<file path="src/sv/tib_pkg.sv">
// Package for the table interpolator: payload types, codes, state types and constants.
package tib_pkg;

   // Default table depth and the register's reset value.
   localparam int DEFAULT_TABLE_DEPTH = 1024;
   localparam logic [10:0] TABLE_SIZE_RESET = 11'd2;

   // Widths of the serial multiply-divide unit.
   localparam int MD_W   = 33;
   localparam int PROD_W = 66;
   localparam int QUOT_W = 41;
   localparam logic [QUOT_W-1:0] QUOT_CAP = QUOT_W'(1) << 40;

   // Item modes.
   localparam logic [1:0] MODE_LOAD   = 2'd0;
   localparam logic [1:0] MODE_INTERP = 2'd1;
   localparam logic [1:0] MODE_ROOT   = 2'd2;

   // Status codes.
   localparam logic [1:0] STAT_OK    = 2'd0;
   localparam logic [1:0] STAT_ABOVE = 2'd1;
   localparam logic [1:0] STAT_BELOW = 2'd2;
   localparam logic [1:0] STAT_ZSTEP = 2'd3;

   typedef struct packed {
      logic [1:0]         mode;
      logic [9:0]         entry_index;
      logic signed [31:0] x_value;
      logic signed [31:0] y_value;
      logic [30:0]        tolerance;
   } req_type;

   typedef struct packed {
      logic signed [31:0] result_value;
      logic [1:0]         status;
   } rsp_type;

   // Request to and answer from the multiply-divide unit.
   typedef struct packed {
      logic            start;
      logic [MD_W-1:0] mcand;
      logic [MD_W-1:0] mplier;
      logic [MD_W-1:0] divisor;
   } md_req_type;

   typedef struct packed {
      logic              done;
      logic [QUOT_W-1:0] quot;
   } md_rsp_type;

   typedef enum logic [1:0] {
      MD_IDLE,
      MD_MUL,
      MD_DIV
   } md_state_type;

   typedef enum logic [3:0] {
      TS_IDLE,
      TS_END,
      TS_ROOT,
      TS_EVAL,
      TS_JX,
      TS_RD_A,
      TS_RD_B,
      TS_MD,
      TS_POST,
      TS_RESP
   } tib_state_type;

endpackage

</file>
<file path="src/sv/tib_muldiv.sv">
// Serial unit that returns floor(a*b/d), saturated at 2^40, one bit per cycle.
module tib_muldiv (
   input  logic                clock,
   input  logic                reset,
   input  tib_pkg::md_req_type md_req,
   output tib_pkg::md_rsp_type md_rsp
);
   import tib_pkg::*;

   md_state_type      state_ff, state_in;
   logic [PROD_W-1:0] mcand_ff;
   logic [MD_W-1:0]   mplier_ff;
   logic [PROD_W-1:0] prod_ff;
   logic [MD_W-1:0]   div_ff;
   logic [MD_W-1:0]   rem_ff;
   logic [QUOT_W-1:0] quot_ff;
   logic [6:0]        cnt_ff;
   logic              done_ff;

   logic [MD_W:0]     shifted;
   logic              take;
   logic [QUOT_W:0]   quot_next;

   // One restoring division step on the top bit of the product.
   always_comb begin
      shifted   = {rem_ff, prod_ff[PROD_W-1]};
      take      = shifted >= {1'b0, div_ff};
      quot_next = {quot_ff, take};
   end

   // Next state.
   always_comb begin
      state_in = state_ff;
      unique case (state_ff)
         MD_IDLE: begin
            if (md_req.start) begin
               state_in = MD_MUL;
            end
         end
         MD_MUL: begin
            if (cnt_ff == 7'(MD_W - 1)) begin
               state_in = MD_DIV;
            end
         end
         MD_DIV: begin
            if (cnt_ff == 7'(PROD_W - 1)) begin
               state_in = MD_IDLE;
            end
         end
         default: state_in = MD_IDLE;
      endcase
   end

   // Outputs.
   always_comb begin
      md_rsp.done = done_ff;
      md_rsp.quot = quot_ff;
   end

   always_ff @(posedge clock) begin
      if (reset) begin
         state_ff <= MD_IDLE;
         done_ff  <= 1'b0;
      end else begin
         state_ff <= state_in;
         done_ff  <= (state_ff == MD_DIV) && (cnt_ff == 7'(PROD_W - 1));
      end
   end

   // Datapath: shift-add multiply, then shift-subtract divide.
   always_ff @(posedge clock) begin
      unique case (state_ff)
         MD_IDLE: begin
            mcand_ff  <= PROD_W'(md_req.mcand);
            mplier_ff <= md_req.mplier;
            div_ff    <= md_req.divisor;
            prod_ff   <= '0;
            cnt_ff    <= '0;
         end
         MD_MUL: begin
            if (mplier_ff[0]) begin
               prod_ff <= prod_ff + mcand_ff;
            end
            mcand_ff  <= mcand_ff << 1;
            mplier_ff <= mplier_ff >> 1;
            if (cnt_ff == 7'(MD_W - 1)) begin
               cnt_ff  <= '0;
               rem_ff  <= '0;
               quot_ff <= '0;
            end else begin
               cnt_ff <= cnt_ff + 7'd1;
            end
         end
         MD_DIV: begin
            prod_ff <= prod_ff << 1;
            if (take) begin
               rem_ff <= MD_W'(shifted - {1'b0, div_ff});
            end else begin
               rem_ff <= shifted[MD_W-1:0];
            end
            if (quot_next > {1'b0, QUOT_CAP}) begin
               quot_ff <= QUOT_CAP;
            end else begin
               quot_ff <= quot_next[QUOT_W-1:0];
            end
            cnt_ff <= cnt_ff + 7'd1;
         end
         default: cnt_ff <= '0;
      endcase
   end

endmodule

</file>
<file path="config.mk">
export PLATFORM = sky130hd
export DESIGN_NAME = tib_muldiv
export DESIGN_NICKNAME = d
export VERILOG_FILES = /design/src/sv/tib_pkg.sv /design/src/sv/tib_muldiv.sv
export SDC_FILE = /design/constraint.sdc
export NUM_CORES = 1
export LEC_CHECK = 0
export BUFFER_PORTS_ARGS = -buffer_cell sky130_fd_sc_hd__buf_2
export CELL_PAD_IN_SITES_DETAIL_PLACEMENT = 1
export CELL_PAD_IN_SITES_GLOBAL_PLACEMENT = 1
export CORE_UTILIZATION = 44
export CTS_BUF_LIST = sky130_fd_sc_hd__clkbuf_16
export DETAILED_ROUTE_END_ITERATION = 10
export GPL_ROUTABILITY_DRIVEN = 0
export GPL_TIMING_DRIVEN = 0
export PLACE_DENSITY_LB_ADDON = 0.3
export REMOVE_ABC_BUFFERS = 1
export SLEW_MARGIN = 5
export SYNTH_ARGS = -nofsm -noshare
export SYNTH_HDL_FRONTEND = slang
export SYNTH_SLANG_ARGS = --single-unit
</file>
<file path="constraint.sdc">
create_clock -name clock -period 6.4 [get_ports clock]
set_input_delay 0 -clock clock [delete_from_list [all_inputs] [get_ports clock]]
set_output_delay 0 -clock clock [all_outputs]
set_load 0.01 [all_outputs]
</file>
* Yosys cells after proc, flatten, opt, wreduce, memory -nomap -nowiden
Index checks and enable logic that the tools add are counted.
** Operators by class
- Add/sub/neg operators :: 3
- Multipliers :: 0
- Divide/modulo/power cells :: 0
- Magnitude comparators :: 2
- Eq/ne operators :: 8
- Shift-type cells :: 0
- Multiplexer cells :: 16
- Bitwise operators :: 0
- Reduce and logical (&&, ||, !) cells :: 8
** Operators by type and width (count)
- $pmux W66 S3 :: 1
- $pmux W33 S2 :: 2
- $pmux W66 S2 :: 1
- $mux W41 :: 2
- $pmux W41 S2 :: 1
- $add A66 B66 Y66 :: 1
- $mux W33 :: 2
- $mux W66 :: 1
- $gt A42 B41 Y1 const B :: 1
- $ge A34 B33 Y1 :: 1
- $sub A33 B33 Y33 :: 1
- $pmux W7 S2 :: 1
- $add A7 B1 Y7 const B :: 1
- $eq A7 B6 Y1 const B :: 1
- $eq A7 B7 Y1 const B :: 1
- $mux W7 :: 1
- $mux W2 :: 3
- $ne A2 B2 Y1 const B :: 3
- $pmux W2 S3 :: 1
- $reduce_and A2 Y1 :: 2
- $reduce_bool A2 Y1 :: 2
- $reduce_and A3 Y1 :: 1
- $reduce_bool A3 Y1 :: 1
- $eq A2 B1 Y1 const B :: 1
- 4 further kinds :: 4
** Word-level totals
- Register bits :: 282
- Latch bits :: 0
- Memory bits (writable) :: 0
- ROM bits :: 0
- Input bits :: 102
- Output and inout bits :: 42
- Logic and storage cells :: 46
- Memories :: 0

* Depth between registers and ports, before layout
- Depth in word-level cells :: 4
- Depth in mapped cells :: 16
- Depth with buffers taken out :: 14

* Least setup slack after synthesis
OpenSTA, ideal clock, no wires.
- Path kind :: flip-flop to flip-flop
- Start :: register state_ff[0]
- End :: register prod_ff[0], enable pin
- Library setup time :: 581 ps
- Arrival :: 6072 ps
- Data required time :: 5819 ps
- Setup slack :: -253 ps
- Stages on the path, launching flop included :: 5
- Buffers on the path :: 0
- Clock period less this slack :: 6653 ps
- Path through :: dfxtp_1 -> inv_1 -> ha_1 -> nor2_1 -> o21ai_0
** Between the ends
- Longest elaborated chain between the ends :: 3
- Elaborated cells on any way between the ends :: 6
- Classes of those cells :: 3 x eq/ne; 3 x reduce/logical
** RTL lines
- from (decl) :: line tib_muldiv.sv:10 : md_state_type state_ff, state_in;
- from (signal assigned) :: line tib_muldiv.sv:65 : state_ff <= state_in;
- $eq A2 B1 Y1 (tied with other cells) :: line tib_muldiv.sv:72 : unique case (state_ff)
- $ne A2 B2 Y1 (no line) or $reduce_bool A3 Y1 (tied branches)
- $reduce_and A2 Y1 (no line) *
- to (signal assigned) :: line tib_muldiv.sv:82 : prod_ff <= prod_ff + mcand_ff;
- to (signal assigned) :: line tib_muldiv.sv:95 : prod_ff <= prod_ff << 1;
- to (decl) :: line tib_muldiv.sv:13 : logic [PROD_W-1:0] prod_ff;
Mark *: on every way between the ends. The rest lies on a longest branch, timed or not.
A chain may end at the register's enable or synchronous reset.

* Worst setup path in the final report
- Start :: register prod_ff[65]
- End :: register quot_ff[8] (data pin)
** Between the ends
- Longest elaborated chain between the ends :: 4
** RTL lines
- $ge A34 B33 Y1 :: line tib_muldiv.sv:27 : take = shifted >= {1'b0, div_ff};
- $gt A42 B41 Y1 :: line tib_muldiv.sv:101 : if (quot_next > {1'b0, QUOT_CAP}) begin
- $mux W41 :: line tib_muldiv.sv:101
- $pmux W41 S2 :: line tib_muldiv.sv:72
- to (signal assigned) :: line tib_muldiv.sv:104 : quot_ff <= quot_next[QUOT_W-1:0];
- to (decl) :: line tib_muldiv.sv:16 : logic [QUOT_W-1:0] quot_ff;
Every way passes these cells.

==> impl_metrics.csv <==
group,metric,value,unit
finish,mostFrequentLayoutCell,"sky130_fd_sc_hd__edfxtp_1",
global_route,grt_pass1_wl,71400,um
global_route,pin_count_of_the_biggest_net_entering_global_routing,67,
clocking,number_of_buffers_inserted_by_hold_repair_at_cts,101,
drt,routed_wire_length_per_instance,19.1,um
logic_synthesis,synth_warnings,0,
run_status,status,"completed",
timing,slew_headroom,0.174,
timing,worst_hold_slack,135,ps
clocking,post_cts_buffers,0,
critical_path,critPathMaxFanout,39,
floorplan,fp.dieW,196,um
critical_path,ff2ff_path_depth,14,
clocking,clock_latency,580,ps
timing,finalCriticalPeriod,4740,ps
critical_path,regToRegSetupSlack,1660,ps
place,dp.final_hpwl,28800,um
worst_hold_path,min_delay_path_class,"in2reg",
timing,max_freq,211,MHz
timing,worstMarginPinSlew,1240,ps
critical_path,crit-reg2reg-capture,"quot_ff[8]",
finish,nets,1977,
run,maxcap_violations,0,
global_route,grt_util_all_layers,0.228,
drt,detailedRoute.firstIterationViolations,532,
finish,antenna-diode-count,0,
floorplan,initial_core_util,0.451,
pwr,peakVddDrop,0.292,mV
critical_path,timing.critical_path.slowest_cell_delay,960,ps
drt,total_length_of_routed_wires,43800,um
clocking,cts.htree.levels,1,
place,pre_cts_ws,1740,ps
timing,final_max_slew_viol_count,0,
place,dp_cells,2139,
logic_synthesis,synthesis.area_per_instance,10.8,um^2
logic_synthesis,synth_async_sr_flop_share,0,
critical_path,timing.critical_path.cells,"inv_1 -> ha_1 -> fa_1 -> nor2b_1 -> o21a_1 -> o21ai_0 -> a2111oi_0 -> nor3_1 -> a31oi_1 -> or4_4 -> a21oi_4 -> o21ai_1 -> a21oi_2 -> and2_1",
critical_path,crit_path_max_delay_family,"compound AO/OA/AOI/OAI gates",
drt,via_per_inst,5.55,
drt,drtPass1Iterations,5,
critical_path,cell_at_the_slowest_stage_of_the_critical_path,"sky130_fd_sc_hd__a21oi_2",
global_route,grt.overflow.total,0,
logic_synthesis,synth-edff-count,272,
finish,utilization_after_layout,0.544,
global_route,number_of_antenna_violations_at_the_first_check_in_global_routing,0,
logic_synthesis,synth_top_flop_cell,"sky130_fd_sc_hd__edfxtp_1",
timing,finalCritPeriodShare,0.740,
timing,rsz0062_at_grt,"no",
drt,drtAntennaViolNets,0,
floorplan,die_area,38600,um^2
logic_synthesis,sequential_share_of_the_synthesized_area,0.503,
floorplan,die_h,196,um
critical_path,cp_data_required_time,6830,ps
clocking,clkTransAtPathRegs,60,ps
clocking,cts_repair_resize_count,0,
floorplan,num_rows,70,
finish,layout-drive-gt1-share,0.158,
place,place.port_buffers,143,
finish,layout.cells.most_common_list,"272 x sky130_fd_sc_hd__edfxtp_1, 147 x sky130_fd_sc_hd__nand2_1, 143 x sky130_fd_sc_hd__buf_2",
critical_path,critical_path.endpoint_type,"register",
finish,final_cells,2297,
critical_path,worstSetupStartpointType,"register",
drt,drt_drc_violations_left,0,
timing,setup_slack,1660,ps
timing,timing.clock.skew,24.4,ps
pwr,p_leak,8.10,nW
logic_synthesis,synth.cell_area,16600,um^2
clocking,cts_buffers,31,
timing,finalHoldViolations,0,
critical_path,timing.setup.critical_path_class,"reg2reg",
critical_path,worstReg2RegStart,"prod_ff[65]",
global_route,first_global_vias,13800,
pwr,power_density,421,nW/um^2
critical_path,worstPathBufferInverterCount,1,
critical_path,arrival,5170,ps
timing,setup_viol,0,
floorplan,core-area,36900,um^2
critical_path,critPathLaunch,"prod_ff[65]",
floorplan,num_io_pins,144,
finish,area_growth_syn_to_layout,20.6,%
clocking,cts_root_buf,"sky130_fd_sc_hd__clkbuf_16",
clocking,clock_sinks,282,
logic_synthesis,synth.ff_latch_count,282,
clocking,tritoncts,"built",
drt,vias,12700,
logic_synthesis,netlist_instances,1543,
pwr,total_power,8.44,mW
critical_path,crit_end,"quot_ff[8]",
logic_synthesis,yosys.cell_types.count,67,
clocking,ctsLongestPathBuffers,3,
critical_path,crit_cells,14,
[flip-flops by register name, indices dropped and copies added (netlist names)]
name,flops
state_ff,2
rem_ff,33
quot_ff,41
cnt_ff,7
div_ff,33
mcand_ff,66
prod_ff,66
done_ff,1
mplier_ff,33
[layer usage]
metal / GRT usage / vias up / share of wire
met5: 0 / - / 0
met4: 0.0680 / 0 / 0.027
met3: 0.0291 / 74 / 0.033
met2: 0.421 / 249 / 0.51
met1: 0.276 / 6266 / 0.43
li1: - / 6157 / -
[through the flow]
stage / setup TNS, ps / cell area [um^2]
2_1_floorplan: -92470 / 16400
4_1_cts: 0 / 20100
6_report: 0 / 20100
5_1_grt: 0 / 20100
3_3_place_gp: -775520 / 17700
3_5_place_dp: 0 / 18000
[cell usage after synthesis, types with 4 or more instances]
library cell / number / area, um^2
sky130_fd_sc_hd__inv_1: 59 / 221
sky130_fd_sc_hd__dfxtp_1: 10 / 200
sky130_fd_sc_hd__a31oi_1: 12 / 75.1
sky130_fd_sc_hd__a211oi_1: 18 / 135
sky130_fd_sc_hd__o211ai_1: 9 / 67.6
sky130_fd_sc_hd__nand2_1: 148 / 556
sky130_fd_sc_hd__edfxtp_1: 272 / 8170
sky130_fd_sc_hd__nand3_1: 27 / 135
sky130_fd_sc_hd__o21a_1: 9 / 67.6
sky130_fd_sc_hd__o21ai_1: 5 / 25.0
sky130_fd_sc_hd__buf_1: 9 / 33.8
sky130_fd_sc_hd__nor2_1: 84 / 315
sky130_fd_sc_hd__nor3_1: 25 / 125
sky130_fd_sc_hd__xor2_1: 41 / 359
sky130_fd_sc_hd__xnor2_1: 52 / 455
sky130_fd_sc_hd__or2_2: 4 / 25.0
sky130_fd_sc_hd__nor4_1: 14 / 87.6
sky130_fd_sc_hd__mux2i_1: 22 / 220
sky130_fd_sc_hd__o22ai_1: 4 / 25.0
sky130_fd_sc_hd__o21bai_1: 12 / 90.1
sky130_fd_sc_hd__nand4_1: 19 / 119
sky130_fd_sc_hd__o31ai_1: 5 / 37.5
sky130_fd_sc_hd__mux2_2: 64 / 721
sky130_fd_sc_hd__o21ai_0: 120 / 601
sky130_fd_sc_hd__a2111oi_0: 5 / 43.8
sky130_fd_sc_hd__clkbuf_1: 44 / 165
sky130_fd_sc_hd__a21boi_0: 4 / 30.0
sky130_fd_sc_hd__and2_1: 80 / 500
sky130_fd_sc_hd__a21o_1: 55 / 413
sky130_fd_sc_hd__or3_1: 5 / 31.3
sky130_fd_sc_hd__ha_1: 104 / 1300
sky130_fd_sc_hd__and3_1: 11 / 68.8
sky130_fd_sc_hd__nor2b_1: 14 / 87.6
sky130_fd_sc_hd__nand2b_1: 10 / 62.6
sky130_fd_sc_hd__a21oi_1: 112 / 561
[layout make-up]
cell class	instances	area [um^2]
clock buffer	31	776
clock inverter	26	228
fill	3921	16800
inverter	59	221
multi-input combinational	1140	7850
sequential	282	8370
tap	504	631
timing repair buffer	255	1990
[where the power goes]
part	switching (mW)	internal, mW	total [mW]	leakage (nW)
Clock	0.763	1.04	1.80	0.509
Sequential	0.288	2.69	2.98	2.88
Combinational	2.20	1.47	3.66	4.71
[worst min path at each step]
stage | startpoint | end | slack [ps] | cells past startpoint
CTS | md_req[4] | div_ff[4] | 100 | 2
global placement | md_req[8] | div_ff[8] | 180 | 1
detailed placement | md_req[28] | div_ff[28] | 180 | 1
global route | md_req[31] | div_ff[31] | 130 | 2
floorplan | reset | state_ff[1] | 70 | 1
finish | md_req[7] | div_ff[7] | 130 | 2
[kinds of logic (layout without fill, tap and decap cells)]
group           after synthesis  in the layout  synth area share
flops                       282            282             0.503
simple gates                456            456             0.135
fa+ha+maj                   106            106            0.0806
buf+inv                     121            371            0.0288
mux                          86             86            0.0565
compound gates              399            399             0.148
xor+xnor                     93             93            0.0490
No activity file was read; power rests on OpenSTA's default activity.
